===== src/design/ppc_pkg.sv =====
// ----------------------------------------------------------------------------
// ppc_pkg
// Shared types and codes for the palette pixel converter and scaler.
// ----------------------------------------------------------------------------
package ppc_pkg;

    // configuration register indexes
    localparam logic [2:0] REG_PIXEL_MODE   = 3'd0;
    localparam logic [2:0] REG_SCALE_FACTOR = 3'd1;
    localparam logic [2:0] REG_RED_MASK     = 3'd2;
    localparam logic [2:0] REG_GREEN_MASK   = 3'd3;
    localparam logic [2:0] REG_BLUE_MASK    = 3'd4;

    // pixel modes
    localparam logic [1:0] MODE_INDEXED = 2'd0;
    localparam logic [1:0] MODE_TC16    = 2'd1;

    // request kinds
    localparam logic REQ_PALETTE_WRITE = 1'b0;
    localparam logic REQ_PIXEL         = 1'b1;

    localparam int CHAN_BITS  = 8;
    localparam int WORD_BITS  = 32;
    localparam int SHIFT_BITS = 5;
    localparam int WID_BITS   = 4;

    // cycles that requests are held off after a mask write while it is decoded
    localparam logic [1:0] DECODE_LATENCY = 2'd2;

    localparam logic [2:0] SCALE_RESET = 3'd2;

    // decoded placement of one colour channel
    typedef struct packed {
        logic [SHIFT_BITS-1:0] sh;
        logic [WID_BITS-1:0]   wid;
    } t_field;

endpackage


===== src/design/ppc_field_decode.sv =====
// ----------------------------------------------------------------------------
// ppc_field_decode
// Turns a channel field mask into a shift and a width clamped to 8 bits,
// over two register stages.
// ----------------------------------------------------------------------------
module ppc_field_decode (
    input  logic                              i_clk,
    input  logic                              i_rst_n,
    input  logic [ppc_pkg::WORD_BITS-1:0]     i_mask,
    output ppc_pkg::t_field                   o_field
);

    logic [ppc_pkg::SHIFT_BITS-1:0] r_tz;
    logic [ppc_pkg::SHIFT_BITS-1:0] n_tz;
    logic [ppc_pkg::WORD_BITS-1:0]  aligned;
    logic [ppc_pkg::WID_BITS-1:0]   n_wid;
    logic                           run;
    ppc_pkg::t_field                r_field;

    // trailing zero count
    always_comb begin
        n_tz = '0;
        for (int i = ppc_pkg::WORD_BITS - 1; i >= 0; i--) begin
            if (i_mask[i]) begin
                n_tz = ppc_pkg::SHIFT_BITS'(i);
            end
        end
    end

    // run of ones above the shift, at most 8 counted
    always_comb begin
        aligned = i_mask >> r_tz;
        run     = 1'b1;
        n_wid   = '0;
        for (int i = 0; i < ppc_pkg::CHAN_BITS; i++) begin
            run   = run & aligned[i];
            n_wid = n_wid + ppc_pkg::WID_BITS'(run);
        end
    end

    always_ff @(posedge i_clk) begin
        if (!i_rst_n) begin
            r_tz    <= '0;
            r_field <= '0;
        end else begin
            r_tz        <= n_tz;
            r_field.sh  <= r_tz;
            r_field.wid <= n_wid;
        end
    end

    assign o_field = r_field;

endmodule


===== config.mk =====
export PLATFORM = sky130hd
export DESIGN_NAME = ppc_field_decode
export DESIGN_NICKNAME = d
export VERILOG_FILES = /design/src/design/ppc_pkg.sv /design/src/design/ppc_field_decode.sv
export SDC_FILE = /design/constraint.sdc
export NUM_CORES = 1
export LEC_CHECK = 0
export BUFFER_PORTS_ARGS = -buffer_cell sky130_fd_sc_hd__buf_2
export CAP_MARGIN = 20
export CORE_UTILIZATION = 56
export DETAILED_ROUTE_END_ITERATION = 16
export PLACE_DENSITY = 0.8
export SLEW_MARGIN = 20
export SYNTH_ARGS = -nofsm -noshare
export SYNTH_HDL_FRONTEND = slang
export SYNTH_SLANG_ARGS = --single-unit

===== constraint.sdc =====
create_clock -name i_clk -period 11.4 [get_ports i_clk]
set_input_delay 2.85 -clock i_clk [delete_from_list [all_inputs] [get_ports i_clk]]
set_output_delay 2.85 -clock i_clk [all_outputs]
set_load 0.005 [all_outputs]

==> results.md <==
- Outcome: completed
- Layout Nets: 340
- FF-to-FF path depth: 16
- Worst setup path startpoint: i_mask[27]
- Distinct cells, synth: 61
- Logic gate share of total power: 39.2%
- P_int: 0.112 mW
- Synth warn: 0
- Tmin final: 6.54 ns
- Commonest non-fill, non-tap cell in the layout: buf_2
- Clock Tree Buf Depth: 2
- Port Buffers: 42
- Post CTS Setup Buffer Count: 0
- DRT iter0 DRCs: 245
- Top cell by count, worst path: fa_1
- Synth top area cells: dfxtp_1 12%, mux4_2 12%, mux2i_1 9.9%
- Finished Layout Cells: 348
- Global-route wire length before repair: 10.2 mm
- Fillcell total: 339
- Pins Over Slew Limit: 0
- Worst r2r src: r_tz[1]$_SDFF_PP0_
- Fraction of layout cells with a size suffix above 1: 26.8%
- Final setup vio count: 0
- P&R area growth vs syn: 7.85%
- Boundary Pins: 43
- Synthesized Nets: 307
- Hold path startpoint: r_tz[2]$_SDFF_PP0_
- GRT Total Usage: 31.1%
- Slew of the pin with the lowest slew margin: 0.967 ns
- Most frequent cells in the layout: 42 x buf_2, 23 x mux2i_1, 22 x nor2_1, 20 x nand2_1, 16 x a21oi_1
- Critical Path Sink: o_field[2]$_SDFF_PN0_
- Final WL: 6.50 mm
- Via count: 2407
- Fin area: 0.00251 mm^2
- Skew-Pair Late Insertion Delay: 0.26 ns
- Critical path's largest stage delay: 0.51 ns
- Leak: 0.989 nW
- CP max-delay cell: fa_1
- CTS tree: done
- Clk slew on worst S/H paths: 0.08 ns
- Peak VDD IR: 0.0754 mV
- Inserted Clock Buffers: 3
- Flip-flop and latch area: 282 um^2
- Cell count after placement: 344
- Vias per cell: 6.92
- Setup TNS: 0 ns
- MaxCap Viol Count: 0
- Worst Path Max Fanout: 8
- Worst Path Arrival: 6.70 ns
- Worst min-delay path category: flip-flop to flip-flop
- Antenna viol nets, final: 0
- Worst path depth: 17
- Dpl hpwl: 4.69 mm
- Number of flops mapped to enable cells by yosys: 0
- Core ar.: 0.00400 mm^2
- Final Hold Violating Endpoints: 0
- Avg WL per Cell: 18.7 um
- Number of synthesized register bits: 14
- Resize count post-CTS: 0
- Max Clock Skew: 0.0103 ns
- Avg Cell Area, Syn: 8.75 um^2
- Clock Power Share: 30.5%
- Die ar.: 0.00442 mm^2
- Reg2reg end: o_field[2]$_SDFF_PN0_
- Global route overflow: 0
- Vias in the first global route: 2113
- Worst endpoint required time: 11.55 ns
- Period utilization: 57.4%
- Layout Utilization: 62.8%
- Hold_ws: 0.717 ns
- Cell row count: 23
- H-tree Lvls: 1
- Worst path buffer plus inverter count: 3
- Area of the multi-input gates: 0.00182 mm^2
- Main synth FF type: dfxtp_1
- P_sw: 0.0646 mW
- Top cell type's share of synthesized area: 12.0%
- DRT Pass-1 Iters: 9
- Placed cell area: 0.00246 mm^2
- Highest Clock Rate: 0.153 GHz
- Reg2reg setup slack: 6.46 ns
- Ys async rst share: 0%
- Worst setup EP type: flip-flop
- RSZ-0062 raised after global routing: no
- Initial Utilization: 58.2%
- Sink Count: 14
- Post-synthesis cell count: 266
- Final Wtd Congestion: 1.01
- Antenna violations before repair: 0
- Hold buffers post-CTS: 0
- Pwr dens: 70.4 mW/mm^2
- N_diodes: 0
- Cell accounting for the most synthesized area: dfxtp_1
- Relative slew slack: 35.6%
- Die W: 66.5 um
- Seq pwr share: 30.3%
- Sequential share of the synthesized area: 12.0%
- DRC Markers: 0
- Startpoint Class: input port
- Synthesized area: 0.00233 mm^2
- Setup Crit Path Kind: input port to flip-flop
- Die H: 66.5 um
- Switching share of power: 36.5%
- Largest net degree at the start of global routing: 42
- Cell family with most CP delay: adder cells
- Clk root buf: clkbuf_8
- Crit-path cells: buf_2 > mux4_2 > mux2i_1 > o22ai_1 > or3_1 > o211ai_2 > nor3_2 > o21ai_2 > fa_1 > fa_1 > fa_1 > inv_1 > ha_1 > inv_1 > fa_1 > xnor2_1 > and2_1
## synth_stat cells (all sizes together), types with 3 or more instances
master / number
and2: 8
a21oi: 16
nor4: 7
mux4: 18
o211ai: 5
nand3: 5
clkbuf: 3
o22ai: 5
ha: 3
a31oi: 3
nor2: 22
nor3: 11
nand2b: 3
o21ai: 14
mux2: 7
nand2: 20
nor2b: 4
mux2i: 23
o31ai: 3
buf: 13
inv: 17
or2: 3
fa: 4
dfxtp: 14
a311oi: 3
## state kept, by name (all words and copies together) (netlist names)
| name | flops |
|---|---|
| o_field | 9 |
| r_tz | 5 |
## cells by family (layout without fill, tap and decap cells)
kind of cell / count (synthesis) / after routing / share of synthesized area [%]
AO/OA/AOI/OAI: 67 / 67 / 19.8
XOR/XNOR: 2 / 2 / 0.752
adder cells (fa/ha/maj): 7 / 7 / 5.05
buffers and inverters: 34 / 66 / 9.83
flip-flops: 14 / 14 / 12.0
multiplexers: 48 / 48 / 31.6
AND/OR/NAND/NOR: 94 / 94 / 20.9
## how the worst min path moves through the flow
stage,depth (start not counted),to,slack [ns]
detailed placement,1,o_field[6]$_SDFF_PN0_,0.66
global route,1,o_field[6]$_SDFF_PN0_,0.73
CTS,1,o_field[6]$_SDFF_PN0_,0.68
finish,1,o_field[6]$_SDFF_PN0_,0.72
global placement,1,o_field[6]$_SDFF_PN0_,0.67
floorplan,2,o_field[8]$_SDFF_PN0_,0.67
## layer usage
layer  part of all wire, %  global-route usage (%)  vias up
met1                    40                    41.3     1143
met5                     0                       0        -
li1                      -                       -     1082
met3                   8.1                    3.42       30
met2                    48                    51.1      152
met4                   3.7                    12.5        0
## power groups by stage
| stage | combinational [mW] | sequential, mW | clock (mW) |
|---|---|---|---|
| 2_1_floorplan | 0.0464 | 0.0529 | 0 |
| 5_1_grt | 0.0757 | 0.0540 | 0.0560 |
| 4_1_cts | 0.0678 | 0.0536 | 0.0543 |
| 3_5_place_dp | 0.0676 | 0.0547 | 0 |
| 3_3_place_gp | 0.0657 | 0.0547 | 0 |
| 6_report | 0.0693 | 0.0536 | 0.0539 |
## area by class of cell
type                       instances  area share (%)
inverter                          18            2.69
tap                               50            2.49
clock buffer                       4            2.19
multi-input combinational        218            72.4
timing repair buffer              44            8.97
sequential                        14            11.2
## stage by stage
| step | setup slack, ns | power, mW |
|---|---|---|
| floorplan | 4.79 | 0.0993 |
| global placement | 4.68 | 0.120 |
| detailed placement | 4.58 | 0.122 |
| CTS | 4.86 | 0.176 |
| global route | 4.65 | 0.186 |
| finish | 4.86 | 0.177 |
Power figures use the tool's default switching activity.
